<file path="config.mk">
export PLATFORM = sky130hd
export DESIGN_NAME = sd_card_spi_mode_engine_core
export DESIGN_NICKNAME = d
export VERILOG_FILES = /design/src/sdspi_pkg.sv /design/src/sdspi_cfg.sv /design/src/sdspi_engine.sv /design/src/sd_card_spi_mode_engine_core.sv
export SDC_FILE = /design/constraint.sdc
export NUM_CORES = 1
export LEC_CHECK = 0
export BUFFER_PORTS_ARGS = -buffer_cell sky130_fd_sc_hd__buf_2
export CAP_MARGIN = 30
export CORE_AREA = 2 2 207 209
export DETAILED_ROUTE_END_ITERATION = 16
export DIE_AREA = 0 0 209 211
export SYNTH_ARGS = -nofsm -noshare
export SYNTH_HDL_FRONTEND = slang
export SYNTH_SLANG_ARGS = --single-unit
</file>
<file path="constraint.sdc">
create_clock -name aclk -period 5.44 [get_ports aclk]
set_input_delay 1.632 -clock aclk [delete_from_list [all_inputs] [get_ports aclk]]
set_output_delay 1.632 -clock aclk [all_outputs]
set_load 0.05 [all_outputs]
</file>
<file path="src/sdspi_pkg.sv">
package sdspi_pkg;

    localparam int BLOCK_BYTES_DEF = 512;

    typedef enum logic [3:0] {
        PH_IDLE, PH_CLOCKS, PH_CMD_WAIT, PH_FRAME, PH_RESP, PH_TRAIL, PH_RD_TOKEN,
        PH_RD_DATA, PH_RD_CRC, PH_WR_WAIT, PH_WR_TOKEN, PH_WR_DATA, PH_WR_CRC,
        PH_WR_RESP, PH_STOP_WAIT, PH_STOP_TOKEN
    } phase_t;

    typedef enum logic [3:0] {
        ST_CMD0, ST_CMD8, ST_HC55, ST_HC41, ST_CMD58, ST_PROBE55, ST_PROBE41,
        ST_V1_55, ST_V1_41, ST_MMC1, ST_CMD16, ST_RD_CMD, ST_CMD12,
        ST_WR55, ST_WR23, ST_WR_CMD
    } stage_t;

    typedef enum logic [1:0] {
        JOB_INIT  = 2'd0,
        JOB_READ  = 2'd1,
        JOB_WRITE = 2'd2
    } job_t;

    localparam logic [2:0] STS_OK        = 3'd0;
    localparam logic [2:0] STS_INIT_TO   = 3'd1;
    localparam logic [2:0] STS_CMD_FAIL  = 3'd2;
    localparam logic [2:0] STS_TOKEN_TO  = 3'd3;
    localparam logic [2:0] STS_WR_REJ    = 3'd4;
    localparam logic [2:0] STS_BUS_BUSY  = 3'd5;
    localparam logic [2:0] STS_UNUSABLE  = 3'd6;

    localparam logic [2:0] CT_NONE = 3'd0;
    localparam logic [2:0] CT_MMC  = 3'd1;
    localparam logic [2:0] CT_SDV1 = 3'd2;
    localparam logic [2:0] CT_SDV2 = 3'd3;
    localparam logic [2:0] CT_SDHC = 3'd4;

    localparam logic [1:0] OP_INIT  = 2'd0;
    localparam logic [1:0] OP_READ  = 2'd1;
    localparam logic [1:0] OP_WRITE = 2'd2;

    localparam logic [2:0] REG_INIT_CLK = 3'd0;
    localparam logic [2:0] REG_CMD0_LIM = 3'd1;
    localparam logic [2:0] REG_BUS_LIM  = 3'd2;
    localparam logic [2:0] REG_RESP_LIM = 3'd3;
    localparam logic [2:0] REG_TOK_LIM  = 3'd4;
    localparam logic [2:0] REG_ACMD_LIM = 3'd5;

    // Configuration limits as seen by the engine.
    typedef struct packed {
        logic [7:0]  init_clock_bytes;
        logic [9:0]  cmd0_retry_limit;
        logic [15:0] bus_idle_poll_limit;
        logic [15:0] response_poll_limit;
        logic [15:0] data_token_poll_limit;
        logic [15:0] acmd41_retry_limit;
    } cfg_t;

    // One input beat.
    typedef struct packed {
        logic [7:0]  write_byte;
        logic [7:0]  rx_byte;
        logic [7:0]  block_count;
        logic [31:0] sector;
        logic [1:0]  op;
        logic        kind;
    } item_t;

    // One result beat.
    typedef struct packed {
        logic [2:0] card_type;
        logic [2:0] status;
        logic       done_res;
        logic       block_end;
        logic       read_valid;
        logic [7:0] read_byte;
        logic       write_taken;
        logic       card_selected;
        logic       tx_valid;
        logic [7:0] tx_byte;
    } res_t;

endpackage

</file>
<file path="src/sdspi_cfg.sv">
module sdspi_cfg (
    input  logic               aclk,
    input  logic               aresetn,
    input  logic               cfg_we,
    input  logic [2:0]         cfg_index,
    input  logic [15:0]        cfg_data,
    output sdspi_pkg::cfg_t    cfg
);
    import sdspi_pkg::*;

    cfg_t cfg_reg;

    // Register file of the init clock count and the poll and retry limits.
    always_ff @(posedge aclk) begin
        if (!aresetn) begin
            cfg_reg.init_clock_bytes      <= 8'd20;
            cfg_reg.cmd0_retry_limit      <= 10'd200;
            cfg_reg.bus_idle_poll_limit   <= 16'd1000;
            cfg_reg.response_poll_limit   <= 16'd1000;
            cfg_reg.data_token_poll_limit <= 16'd200;
            cfg_reg.acmd41_retry_limit    <= 16'd65534;
        end else if (cfg_we) begin
            case (cfg_index)
                REG_INIT_CLK: cfg_reg.init_clock_bytes      <= cfg_data[7:0];
                REG_CMD0_LIM: cfg_reg.cmd0_retry_limit      <= cfg_data[9:0];
                REG_BUS_LIM:  cfg_reg.bus_idle_poll_limit   <= cfg_data;
                REG_RESP_LIM: cfg_reg.response_poll_limit   <= cfg_data;
                REG_TOK_LIM:  cfg_reg.data_token_poll_limit <= cfg_data;
                REG_ACMD_LIM: cfg_reg.acmd41_retry_limit    <= cfg_data;
                default: ;
            endcase
        end
    end

    assign cfg = cfg_reg;
endmodule

</file>
<file path="src/sdspi_engine.sv">
module sdspi_engine #(
    parameter int BLOCK_BYTES = sdspi_pkg::BLOCK_BYTES_DEF
) (
    input  logic               aclk,
    input  logic               aresetn,
    input  logic               step,
    input  sdspi_pkg::item_t   item,
    input  sdspi_pkg::cfg_t    cfg,
    output sdspi_pkg::res_t    res
);
    import sdspi_pkg::*;

    phase_t      phase_reg, phase_next;
    stage_t      stage_reg, stage_next;
    job_t        job_reg, job_next;
    logic [2:0]  dtype_reg, dtype_next;
    logic [15:0] poll_reg, poll_next;
    logic [15:0] retry_reg, retry_next;
    logic [9:0]  bcnt_reg, bcnt_next;
    logic [7:0]  left_reg, left_next;
    logic [5:0]  cidx_reg, cidx_next;
    logic [31:0] carg_reg, carg_next;
    logic [2:0]  fpos_reg, fpos_next;
    logic [31:0] trail_reg, trail_next;
    logic [2:0]  pend_reg, pend_next;
    logic [31:0] addr_reg, addr_next;
    logic        multi_reg, multi_next;

    // Result fields built for this beat.
    logic [7:0] tx;
    logic       txv, wt, rv, be, done;
    logic [7:0] rb;
    logic [2:0] sts;

    logic [15:0] poll_inc, retry_inc;
    logic [9:0]  bcnt_inc;
    logic [7:0]  cnt1, r1v;
    logic [31:0] addr_calc;
    logic        do_r1, ok;

    assign poll_inc  = poll_reg + 16'd1;
    assign retry_inc = retry_reg + 16'd1;
    assign bcnt_inc  = bcnt_reg + 10'd1;
    assign cnt1      = (item.block_count == 8'd0) ? 8'd1 : item.block_count;
    assign addr_calc = (dtype_reg == CT_SDHC) ? item.sector : {item.sector[22:0], 9'd0};

    // Next state and the result of one beat.
    always_comb begin
        phase_next = phase_reg; stage_next = stage_reg; job_next = job_reg;
        dtype_next = dtype_reg; poll_next = poll_reg; retry_next = retry_reg;
        bcnt_next = bcnt_reg; left_next = left_reg; cidx_next = cidx_reg;
        carg_next = carg_reg; fpos_next = fpos_reg; trail_next = trail_reg;
        pend_next = pend_reg; addr_next = addr_reg; multi_next = multi_reg;
        tx = 8'd0; txv = 1'b0; wt = 1'b0; rb = 8'd0; rv = 1'b0; be = 1'b0;
        done = 1'b0; sts = STS_OK;
        do_r1 = 1'b0; r1v = 8'hFF; ok = 1'b0;

        if (phase_reg == PH_IDLE) begin
            if (!item.kind) begin
                if (item.op == OP_INIT) begin
                    job_next = JOB_INIT; dtype_next = CT_NONE; bcnt_next = '0;
                    retry_next = '0; phase_next = PH_CLOCKS; tx = 8'hFF; txv = 1'b1;
                end else if (item.op != OP_READ && item.op != OP_WRITE) begin
                    job_next = JOB_READ; done = 1'b1; sts = STS_CMD_FAIL;
                end else begin
                    left_next = cnt1; multi_next = cnt1 > 8'd1; pend_next = STS_OK;
                    addr_next = addr_calc; carg_next = addr_calc;
                    phase_next = PH_CMD_WAIT; poll_next = '0; tx = 8'hFF; txv = 1'b1;
                    if (item.op == OP_READ) begin
                        job_next = JOB_READ; stage_next = ST_RD_CMD;
                        cidx_next = (cnt1 > 8'd1) ? 6'd18 : 6'd17;
                    end else begin
                        job_next = JOB_WRITE;
                        if (cnt1 == 8'd1) begin
                            stage_next = ST_WR_CMD; cidx_next = 6'd24;
                        end else if (dtype_reg != CT_MMC) begin
                            stage_next = ST_WR55; cidx_next = 6'd55; carg_next = '0;
                        end else begin
                            stage_next = ST_WR_CMD; cidx_next = 6'd25;
                        end
                    end
                end
            end
        end else if (item.kind) begin
            case (phase_reg)
                PH_CLOCKS: begin
                    bcnt_next = bcnt_inc;
                    if (bcnt_inc >= {2'd0, cfg.init_clock_bytes}) begin
                        retry_next = '0; stage_next = ST_CMD0; cidx_next = 6'd0;
                        carg_next = '0; phase_next = PH_CMD_WAIT; poll_next = '0;
                    end
                    tx = 8'hFF; txv = 1'b1;
                end
                PH_CMD_WAIT: begin
                    if (item.rx_byte == 8'hFF) begin
                        tx = {2'b01, cidx_reg}; txv = 1'b1; fpos_next = 3'd1;
                        phase_next = PH_FRAME;
                    end else begin
                        poll_next = poll_inc;
                        if (poll_inc >= cfg.bus_idle_poll_limit) do_r1 = 1'b1;
                        else begin tx = 8'hFF; txv = 1'b1; end
                    end
                end
                PH_FRAME: begin
                    fpos_next = fpos_reg + 3'd1; txv = 1'b1;
                    case (fpos_reg)
                        3'd1: tx = carg_reg[31:24];
                        3'd2: tx = carg_reg[23:16];
                        3'd3: tx = carg_reg[15:8];
                        3'd4: tx = carg_reg[7:0];
                        3'd5: tx = (cidx_reg == 6'd0) ? 8'h95 :
                                   (cidx_reg == 6'd8) ? 8'h87 : 8'h01;
                        default: begin
                            tx = 8'hFF;
                            if (!(fpos_reg == 3'd6 && cidx_reg == 6'd12)) begin
                                fpos_next = fpos_reg; phase_next = PH_RESP; poll_next = '0;
                            end
                        end
                    endcase
                end
                PH_RESP: begin
                    if (!item.rx_byte[7]) begin
                        do_r1 = 1'b1; r1v = item.rx_byte;
                    end else begin
                        poll_next = poll_inc;
                        if (poll_inc >= cfg.response_poll_limit) do_r1 = 1'b1;
                        else begin tx = 8'hFF; txv = 1'b1; end
                    end
                end
                PH_TRAIL: begin
                    trail_next = {trail_reg[23:0], item.rx_byte};
                    bcnt_next = bcnt_inc;
                    if (bcnt_inc < 10'd4) begin
                        tx = 8'hFF; txv = 1'b1;
                    end else if (stage_reg == ST_CMD8) begin
                        if (trail_next[15:0] == 16'h01AA) begin
                            retry_next = '0; stage_next = ST_HC55; cidx_next = 6'd55;
                            carg_next = '0; phase_next = PH_CMD_WAIT; poll_next = '0;
                            tx = 8'hFF; txv = 1'b1;
                        end else begin
                            phase_next = PH_IDLE; done = 1'b1; sts = STS_UNUSABLE;
                        end
                    end else begin
                        dtype_next = trail_next[30] ? CT_SDHC : CT_SDV2;
                        phase_next = PH_IDLE; done = 1'b1;
                    end
                end
                PH_RD_TOKEN: begin
                    if (item.rx_byte == 8'hFE) begin
                        phase_next = PH_RD_DATA; bcnt_next = '0; tx = 8'hFF; txv = 1'b1;
                    end else begin
                        poll_next = poll_inc;
                        if (poll_inc >= cfg.data_token_poll_limit) begin
                            if (multi_reg) begin
                                pend_next = STS_TOKEN_TO; stage_next = ST_CMD12;
                                cidx_next = 6'd12; carg_next = '0;
                                phase_next = PH_CMD_WAIT; poll_next = '0;
                                tx = 8'hFF; txv = 1'b1;
                            end else begin
                                phase_next = PH_IDLE; done = 1'b1; sts = STS_TOKEN_TO;
                            end
                        end else begin tx = 8'hFF; txv = 1'b1; end
                    end
                end
                PH_RD_DATA: begin
                    rb = item.rx_byte; rv = 1'b1; bcnt_next = bcnt_inc;
                    if (bcnt_inc >= 10'(BLOCK_BYTES)) begin
                        be = 1'b1; phase_next = PH_RD_CRC; bcnt_next = '0;
                    end
                    tx = 8'hFF; txv = 1'b1;
                end
                PH_RD_CRC: begin
                    if (bcnt_reg == 10'd0) begin
                        bcnt_next = 10'd1; tx = 8'hFF; txv = 1'b1;
                    end else begin
                        left_next = left_reg - 8'd1;
                        if (left_next != 8'd0) begin
                            phase_next = PH_RD_TOKEN; poll_next = '0; tx = 8'hFF; txv = 1'b1;
                        end else if (multi_reg) begin
                            pend_next = STS_OK; stage_next = ST_CMD12; cidx_next = 6'd12;
                            carg_next = '0; phase_next = PH_CMD_WAIT; poll_next = '0;
                            tx = 8'hFF; txv = 1'b1;
                        end else begin
                            phase_next = PH_IDLE; done = 1'b1;
                        end
                    end
                end
                PH_WR_WAIT: begin
                    if (item.rx_byte == 8'hFF) begin
                        tx = multi_reg ? 8'hFC : 8'hFE; txv = 1'b1; phase_next = PH_WR_TOKEN;
                    end else begin
                        poll_next = poll_inc;
                        if (poll_inc >= cfg.bus_idle_poll_limit) begin
                            if (multi_reg) begin
                                pend_next = STS_BUS_BUSY; phase_next = PH_STOP_WAIT;
                                poll_next = '0; tx = 8'hFF; txv = 1'b1;
                            end else begin
                                phase_next = PH_IDLE; done = 1'b1; sts = STS_BUS_BUSY;
                            end
                        end else begin tx = 8'hFF; txv = 1'b1; end
                    end
                end
                PH_WR_TOKEN: begin
                    tx = item.write_byte; txv = 1'b1; wt = 1'b1; bcnt_next = 10'd1;
                    phase_next = PH_WR_DATA;
                end
                PH_WR_DATA: begin
                    txv = 1'b1;
                    if (bcnt_reg < 10'(BLOCK_BYTES)) begin
                        tx = item.write_byte; wt = 1'b1; bcnt_next = bcnt_inc;
                    end else begin
                        tx = 8'hFF; phase_next = PH_WR_CRC; bcnt_next = '0;
                    end
                end
                PH_WR_CRC: begin
                    if (bcnt_reg == 10'd0) bcnt_next = 10'd1;
                    else phase_next = PH_WR_RESP;
                    tx = 8'hFF; txv = 1'b1;
                end
                PH_WR_RESP: begin
                    ok = item.rx_byte[4:0] == 5'h05;
                    if (!multi_reg) begin
                        phase_next = PH_IDLE; done = 1'b1; sts = ok ? STS_OK : STS_WR_REJ;
                    end else begin
                        poll_next = '0; tx = 8'hFF; txv = 1'b1;
                        if (!ok) begin
                            pend_next = STS_WR_REJ; phase_next = PH_STOP_WAIT;
                        end else begin
                            left_next = left_reg - 8'd1;
                            phase_next = (left_next == 8'd0) ? PH_STOP_WAIT : PH_WR_WAIT;
                        end
                    end
                end
                PH_STOP_WAIT: begin
                    if (item.rx_byte == 8'hFF) begin
                        tx = 8'hFD; txv = 1'b1; phase_next = PH_STOP_TOKEN;
                    end else begin
                        poll_next = poll_inc;
                        if (poll_inc >= cfg.bus_idle_poll_limit) begin
                            phase_next = PH_IDLE; done = 1'b1;
                            sts = (pend_reg != STS_OK) ? pend_reg : STS_BUS_BUSY;
                        end else begin tx = 8'hFF; txv = 1'b1; end
                    end
                end
                PH_STOP_TOKEN: begin
                    phase_next = PH_IDLE; done = 1'b1; sts = pend_reg;
                end
                default: ;
            endcase

            // R1 handling per command stage; a timeout arrives as 0xFF.
            if (do_r1) begin
                phase_next = PH_CMD_WAIT; poll_next = '0; tx = 8'hFF; txv = 1'b1;
                carg_next = '0;
                case (stage_reg)
                    ST_CMD0: begin
                        if (r1v == 8'h01) begin
                            stage_next = ST_CMD8; cidx_next = 6'd8; carg_next = 32'h1AA;
                        end else begin
                            retry_next = retry_inc; cidx_next = 6'd0;
                            if (retry_inc >= {6'd0, cfg.cmd0_retry_limit}) begin
                                done = 1'b1; sts = STS_INIT_TO;
                            end
                        end
                    end
                    ST_CMD8: begin
                        if (r1v == 8'h01) begin
                            phase_next = PH_TRAIL; bcnt_next = '0; trail_next = '0;
                        end else begin
                            stage_next = ST_PROBE55; cidx_next = 6'd55;
                        end
                    end
                    ST_HC55: begin
                        stage_next = ST_HC41; cidx_next = 6'd41; carg_next = 32'h4000_0000;
                    end
                    ST_HC41: begin
                        if (r1v == 8'h00) begin
                            stage_next = ST_CMD58; cidx_next = 6'd58;
                        end else begin
                            retry_next = retry_inc; stage_next = ST_HC55; cidx_next = 6'd55;
                            if (retry_inc >= cfg.acmd41_retry_limit) begin
                                done = 1'b1; sts = STS_INIT_TO;
                            end
                        end
                    end
                    ST_CMD58: begin
                        if (r1v == 8'h00) begin
                            phase_next = PH_TRAIL; bcnt_next = '0; trail_next = '0;
                        end else begin
                            done = 1'b1; sts = STS_CMD_FAIL;
                        end
                    end
                    ST_PROBE55: begin
                        stage_next = ST_PROBE41; cidx_next = 6'd41;
                    end
                    ST_PROBE41: begin
                        retry_next = '0;
                        if (r1v <= 8'h01) begin
                            dtype_next = CT_SDV1; stage_next = ST_V1_55; cidx_next = 6'd55;
                        end else begin
                            dtype_next = CT_MMC; stage_next = ST_MMC1; cidx_next = 6'd1;
                        end
                    end
                    ST_V1_55: begin
                        stage_next = ST_V1_41; cidx_next = 6'd41;
                    end
                    ST_V1_41, ST_MMC1: begin
                        if (r1v == 8'h00) begin
                            stage_next = ST_CMD16; cidx_next = 6'd16;
                            carg_next = 32'(BLOCK_BYTES);
                        end else begin
                            retry_next = retry_inc;
                            if (stage_reg == ST_V1_41) begin
                                stage_next = ST_V1_55; cidx_next = 6'd55;
                            end else cidx_next = 6'd1;
                            if (retry_inc >= cfg.acmd41_retry_limit) begin
                                done = 1'b1; sts = STS_INIT_TO;
                            end
                        end
                    end
                    ST_CMD16: begin
                        done = 1'b1; sts = (r1v == 8'h00) ? STS_OK : STS_UNUSABLE;
                    end
                    ST_RD_CMD: begin
                        if (r1v != 8'h00) begin
                            done = 1'b1; sts = STS_CMD_FAIL;
                        end else phase_next = PH_RD_TOKEN;
                    end
                    ST_CMD12: begin
                        done = 1'b1; sts = pend_reg;
                    end
                    ST_WR55: begin
                        stage_next = ST_WR23; cidx_next = 6'd23; carg_next = {24'd0, left_reg};
                    end
                    ST_WR23: begin
                        stage_next = ST_WR_CMD; cidx_next = 6'd25; carg_next = addr_reg;
                    end
                    default: begin
                        if (r1v != 8'h00) begin
                            done = 1'b1; sts = STS_CMD_FAIL;
                        end else phase_next = PH_WR_WAIT;
                    end
                endcase
                // Finishing leaves the command registers as they were.
                if (done) begin
                    phase_next = PH_IDLE; tx = 8'h00; txv = 1'b0;
                    cidx_next = cidx_reg; carg_next = carg_reg; stage_next = stage_reg;
                end
            end
        end

        // A failed initialization forgets the card.
        if (done && job_next == JOB_INIT && sts != STS_OK) dtype_next = CT_NONE;
    end

    // Result fields of this beat.
    always_comb begin
        res.tx_byte       = tx;
        res.tx_valid      = txv;
        res.card_selected = phase_next != PH_IDLE && phase_next != PH_CLOCKS;
        res.write_taken   = wt;
        res.read_byte     = rb;
        res.read_valid    = rv;
        res.block_end     = be;
        res.done_res      = done;
        res.status        = sts;
        res.card_type     = dtype_next;
    end

    // Control state.
    always_ff @(posedge aclk) begin
        if (!aresetn) begin
            phase_reg <= PH_IDLE; stage_reg <= ST_CMD0; job_reg <= JOB_INIT;
            dtype_reg <= CT_NONE; poll_reg <= '0; retry_reg <= '0; bcnt_reg <= '0;
            left_reg <= '0; cidx_reg <= '0; carg_reg <= '0; fpos_reg <= '0;
            trail_reg <= '0; pend_reg <= '0; addr_reg <= '0; multi_reg <= 1'b0;
        end else if (step) begin
            phase_reg <= phase_next; stage_reg <= stage_next; job_reg <= job_next;
            dtype_reg <= dtype_next; poll_reg <= poll_next; retry_reg <= retry_next;
            bcnt_reg <= bcnt_next; left_reg <= left_next; cidx_reg <= cidx_next;
            carg_reg <= carg_next; fpos_reg <= fpos_next; trail_reg <= trail_next;
            pend_reg <= pend_next; addr_reg <= addr_next; multi_reg <= multi_next;
        end
    end
endmodule

</file>
<file path="src/sd_card_spi_mode_engine_core.sv">
// Channel | Beat fields (low bit up)                                  | Handshake
// s_axis  | tuser: kind                                               | tvalid/tready
//         | tdata: op, sector, block_count, rx_byte, write_byte       |
// m_axis  | tdata: tx_byte, tx_valid, card_selected, write_taken,     | tvalid/tready
//         |        read_byte, read_valid, done_res, status, card_type |
//         | tlast: block_end                                          |
// cfg     | cfg_we, cfg_index, cfg_data                               | write only
// An accepted input beat sits in the input register, and its result is computed
// from there into the output register, so a result is offered once its beat has moved
// on from the input register; one beat per cycle is sustained while m_axis_tready is high.
// In use a beat arrives once per SPI byte exchange.
// The engine state advances when a result moves into the output register; while an
// output beat waits untaken, a full input register holds and s_axis_tready drops.
// Reset is synchronous on aresetn low, clears the control state and restores the
// default limits.
module sd_card_spi_mode_engine_core #(
    parameter int BLOCK_BYTES = sdspi_pkg::BLOCK_BYTES_DEF
) (
    input  logic        aclk,
    input  logic        aresetn,
    input  logic        s_axis_tvalid,
    output logic        s_axis_tready,
    // kind[0]
    input  logic        s_axis_tuser,
    // op[1:0], sector[33:2], block_count[41:34], rx_byte[49:42],
    // write_byte[57:50], zero fill up to bit 63
    input  logic [63:0] s_axis_tdata,
    output logic        m_axis_tvalid,
    input  logic        m_axis_tready,
    // tx_byte[7:0], tx_valid[8], card_selected[9], write_taken[10],
    // read_byte[18:11], read_valid[19], done_res[20], status[23:21],
    // card_type[26:24], zero fill up to bit 31
    output logic [31:0] m_axis_tdata,
    // block_end
    output logic        m_axis_tlast,
    input  logic        cfg_we,
    input  logic [2:0]  cfg_index,
    input  logic [15:0] cfg_data
);
    import sdspi_pkg::*;

    cfg_t  cfg;
    item_t in_reg;
    logic  in_valid_reg;
    res_t  res, out_reg;
    logic  out_valid_reg;
    logic  step, out_free;

    assign out_free      = !out_valid_reg || m_axis_tready;
    assign step          = in_valid_reg && out_free;
    assign s_axis_tready = !in_valid_reg || out_free;

    sdspi_cfg u_cfg (
        .aclk(aclk), .aresetn(aresetn), .cfg_we(cfg_we),
        .cfg_index(cfg_index), .cfg_data(cfg_data), .cfg(cfg)
    );

    sdspi_engine #(.BLOCK_BYTES(BLOCK_BYTES)) u_engine (
        .aclk(aclk), .aresetn(aresetn), .step(step), .item(in_reg),
        .cfg(cfg), .res(res)
    );

    // Input register.
    always_ff @(posedge aclk) begin
        if (!aresetn) begin
            in_valid_reg <= 1'b0;
        end else if (s_axis_tready) begin
            in_valid_reg <= s_axis_tvalid;
        end
    end

    always_ff @(posedge aclk) begin
        if (s_axis_tready && s_axis_tvalid) begin
            in_reg <= {s_axis_tdata[57:0], s_axis_tuser};
        end
    end

    // Output register.
    always_ff @(posedge aclk) begin
        if (!aresetn) begin
            out_valid_reg <= 1'b0;
        end else if (out_free) begin
            out_valid_reg <= in_valid_reg;
        end
    end

    always_ff @(posedge aclk) begin
        if (step) begin
            out_reg <= res;
        end
    end

    assign m_axis_tvalid = out_valid_reg;
    assign m_axis_tlast  = out_reg.block_end;
    assign m_axis_tdata  = {5'd0, out_reg.card_type, out_reg.status, out_reg.done_res,
                            out_reg.read_valid, out_reg.read_byte, out_reg.write_taken,
                            out_reg.card_selected, out_reg.tx_valid, out_reg.tx_byte};
endmodule

</file>
==> impl_metrics.py <==
metrics = {
    "cells_and_area": {
        "areaGrowthSynthToFinish_pct": 12.84,
        "fin_nets": 2498,
        "antennaDiodeCount": 0,
        "n_fill_cell": 4028,
        "largest_reg_flops": 82,
        "drive_gt1_share_pct": 12.85,
    },
    "setup_path": {
        "cp.required_ns": 5.91,
        "path_class": "flop to flop",
        "crit_fanout": 6,
        "cp-start-kind": "flop",
        "crit_arrival_ns": 5.53,
        "endpoint_kind": "flop",
    },
    "grt": {
        "grt.overflow.total": 0,
        "grt_max_degree": 83,
        "grt_pass1_vias": 16026,
        "grt_first_pass_wirelength_mm": 90.07,
        "grt_usage_pct": 25.83,
        "antenna_found_initial": 0,
    },
    "yosys": {
        "yosys-top-cells-area": "dfxtp_1 25%, edfxtp_1 14%, ha_1 6.9%",
        "syn_area_um2": 18600,
        "synth_cell_types": 89,
        "synth_cells": 2234,
        "synth_xor_area_share_pct": 1.789,
        "synthSimpleGateAreaFrac_pct": 20.17,
        "synth_edf_count": 87,
        "synth_compound_area_share_pct": 24.63,
        "ys_seq_area_share_pct": 39.23,
        "avgSynthCellArea_um2": 8.325,
        "yosysWarnings": 0,
        "synthAdderAreaFrac_pct": 6.929,
        "yosys_register_bits": 321,
        "synthArstFlopShare_pct": 0,
        "synthMuxAreaShare_pct": 1.709,
        "synth_top_family_by_area": "compound AO/OA/AOI/OAI gates",
        "synth_ff_type": "dfxtp_1",
        "synth_top_area_share_pct": 25.19,
        "synth_area_leader_cell": "dfxtp_1",
    },
    "die": {
        "rows": 75,
        "ioPinCount": 124,
        "core_area_um2": 41760,
        "initial_core_util_pct": 44.54,
        "die_w_um": 209,
        "die_y_um": 211,
        "die_area_um2": 44100,
    },
    "hold_path": {
        "hold_path_class": "flop to flop",
    },
    "run_status": {
        "outcome": "completed",
    },
    "power_and_ir_drop": {
        "worst_ir_drop_vdd_mv": 0.2616,
        "powerDensity_nw_per_um2": 271.6,
        "power_leakage_nw": 8.096,
    },
    "route": {
        "routed_wl_mm": 57.53,
        "drtIter0Drc": 1325,
        "antenna_left": 0,
        "drt-pass1-iter-count": 7,
        "detailroute.via_count": 17116,
        "drc_errors": 0,
        "wl_per_cell_um": 20.03,
        "via_per_inst": 5.958,
    },
    "sta": {
        "fin_skew_ns": 0.02665,
        "setup_viol": 0,
        "fin_ws_ns": 0.3764,
        "setup_tns_ns": 0,
        "hold_viol_final": 0,
        "tightestPinTransition_ns": 1.063,
        "period_share_pct": 93.08,
        "slew_headroom_pct": 27.32,
        "fmax_ghz": 0.1975,
        "layout_min_cycle_time_ns": 5.064,
        "slew_violations": 0,
        "rsz0062_at_grt": "false",
    },
    "clock_network": {
        "clock_latency_ns": 0.57,
        "clock-sinks": 321,
        "holdBufCountCts": 0,
        "cts_made_buffers": 37,
        "cts_tree": "done",
        "h-tree-depth": 2,
        "clkSlewWorstSetupHoldPaths_ns": 0.06,
        "cts_buffer_depth": 3,
        "root_buffer": "clkbuf_16",
    },
    "place": {
        "port_buffers": 112,
        "routabilityCongestion": 0.9567,
        "post-place-ws_ns": 0.3027,
        "hpwlAfterDp_mm": 41.64,
    },
    "flow_run": {
        "cap_violations": 0,
    },
}
-- path summary, 6_finish.rpt --
check / from / to / slack [ns] / cells past startpoint
max reg2reg: u_engine.poll_reg[1] / u_engine.dtype_reg[0] / 0.38 / 18
min: u_engine.addr_reg[2] / u_engine.addr_reg[2] / 0.45 / 2
max: u_engine.poll_reg[1] / u_engine.dtype_reg[0] / 0.38 / 18
min reg2reg: u_engine.addr_reg[2] / u_engine.addr_reg[2] / 0.45 / 2
-- worst max-delay path: stages (launching register included) --
cell and delay (ns):
dfxtp_1 0.37, ha_1 0.26, and3_1 0.30, nand2_1 0.10
nor3_1 0.15, buf_4 0.16, nand3_1 0.11, xnor2_2 0.32
ha_1 0.33, a21oi_1 0.17, o211ai_1 0.12, a2111oi_0 0.57
a21oi_1 0.23, a22oi_1 0.45, buf_4 0.25, o221ai_1 0.19
o41ai_1 0.38, nand4b_1 0.24, o22ai_1 0.25
-- per-layer routing --
layer | track usage [%] | up-vias | share of wire (%)
li1 | - | 8265 | -
met5 | 0 | - | 0
met4 | 9.901 | 0 | 3.4
met3 | 3.985 | 125 | 6.3
met2 | 40.52 | 578 | 44
met1 | 35.89 | 8148 | 46
-- metrics by stage --
| step | power [W] | area [um^2] | util [%] | hold slack (ns) | instances |
|---|---|---|---|---|---|
| floorplan | 0.003045 | 18610 | - | 0.4321 | 2238 |
| global placement | 0.003244 | 19690 | 47.15 | 0.4385 | 2800 |
| detailed placement | 0.003256 | 19760 | 47.31 | 0.4453 | 2805 |
| CTS | 0.005763 | 20970 | 50.21 | 0.4520 | 2872 |
| global route | 0.005924 | 20990 | 50.26 | 0.4687 | 2873 |
| finish | 0.005700 | 20990 | 50.26 | 0.4520 | 2873 |
-- area by class of cell --
cell class,count,area (um^2),share of cell area (%)
timing repair buffer,171,1049,4.996
tap,539,674.4,3.213
sequential,321,7297,34.77
multi-input combinational,1660,10320,49.19
clock buffer,51,1050,5.002
inverter,115,434.2,2.069
clock inverter,16,160.2,0.7631
-- where the power goes --
part           switching, W  internal, W
clock               0.00103      0.00145
sequential        0.0000590      0.00254
combinational      0.000419     0.000193
-- logic make-up after synthesis --
family,count (synthesis)
AO/OA/AOI/OAI,670
XOR/XNOR,38
adder cells (fa/ha/maj),103
buffers and inverters,257
flip-flops,321
multiplexers,31
other,1
AND/OR/NAND/NOR,813
-- what timing repair did --
action	CTS	global route
setup buffers	0	0
gates resized for setup	0	3
setup endpoints to repair	0	14
-- synthesized netlist by cell type, types with 39 or more instances --
master and n:
edfxtp_1 87, ha_1 103, a211oi_1 45, clkbuf_1 115, nor3_1 42, o211ai_1 51, nor2_1 230, nand3_1 82
o21ai_0 104, a22oi_1 39, nand2_1 277, a21oi_1 201, dfxtp_1 234, inv_1 110
-- layout by cell type (no fill, tap or decap), drive strengths merged, types with 17 or more instances in the layout --
cell type	instances
nand2	277
and3	23
nor2	230
clkinv	17
clkbuf	51
a22oi	39
inv	112
mux2i	25
or3	17
a21oi	202
nand2b	29
and2	18
a21o	25
o211ai	51
nand4	24
ha	103
buf	171
xnor2	23
a31oi	22
o21ai	106
nand3	82
a211oi	73
edfxtp	87
nor3	44
dfxtp	234
Power figures use the tool's default switching activity.
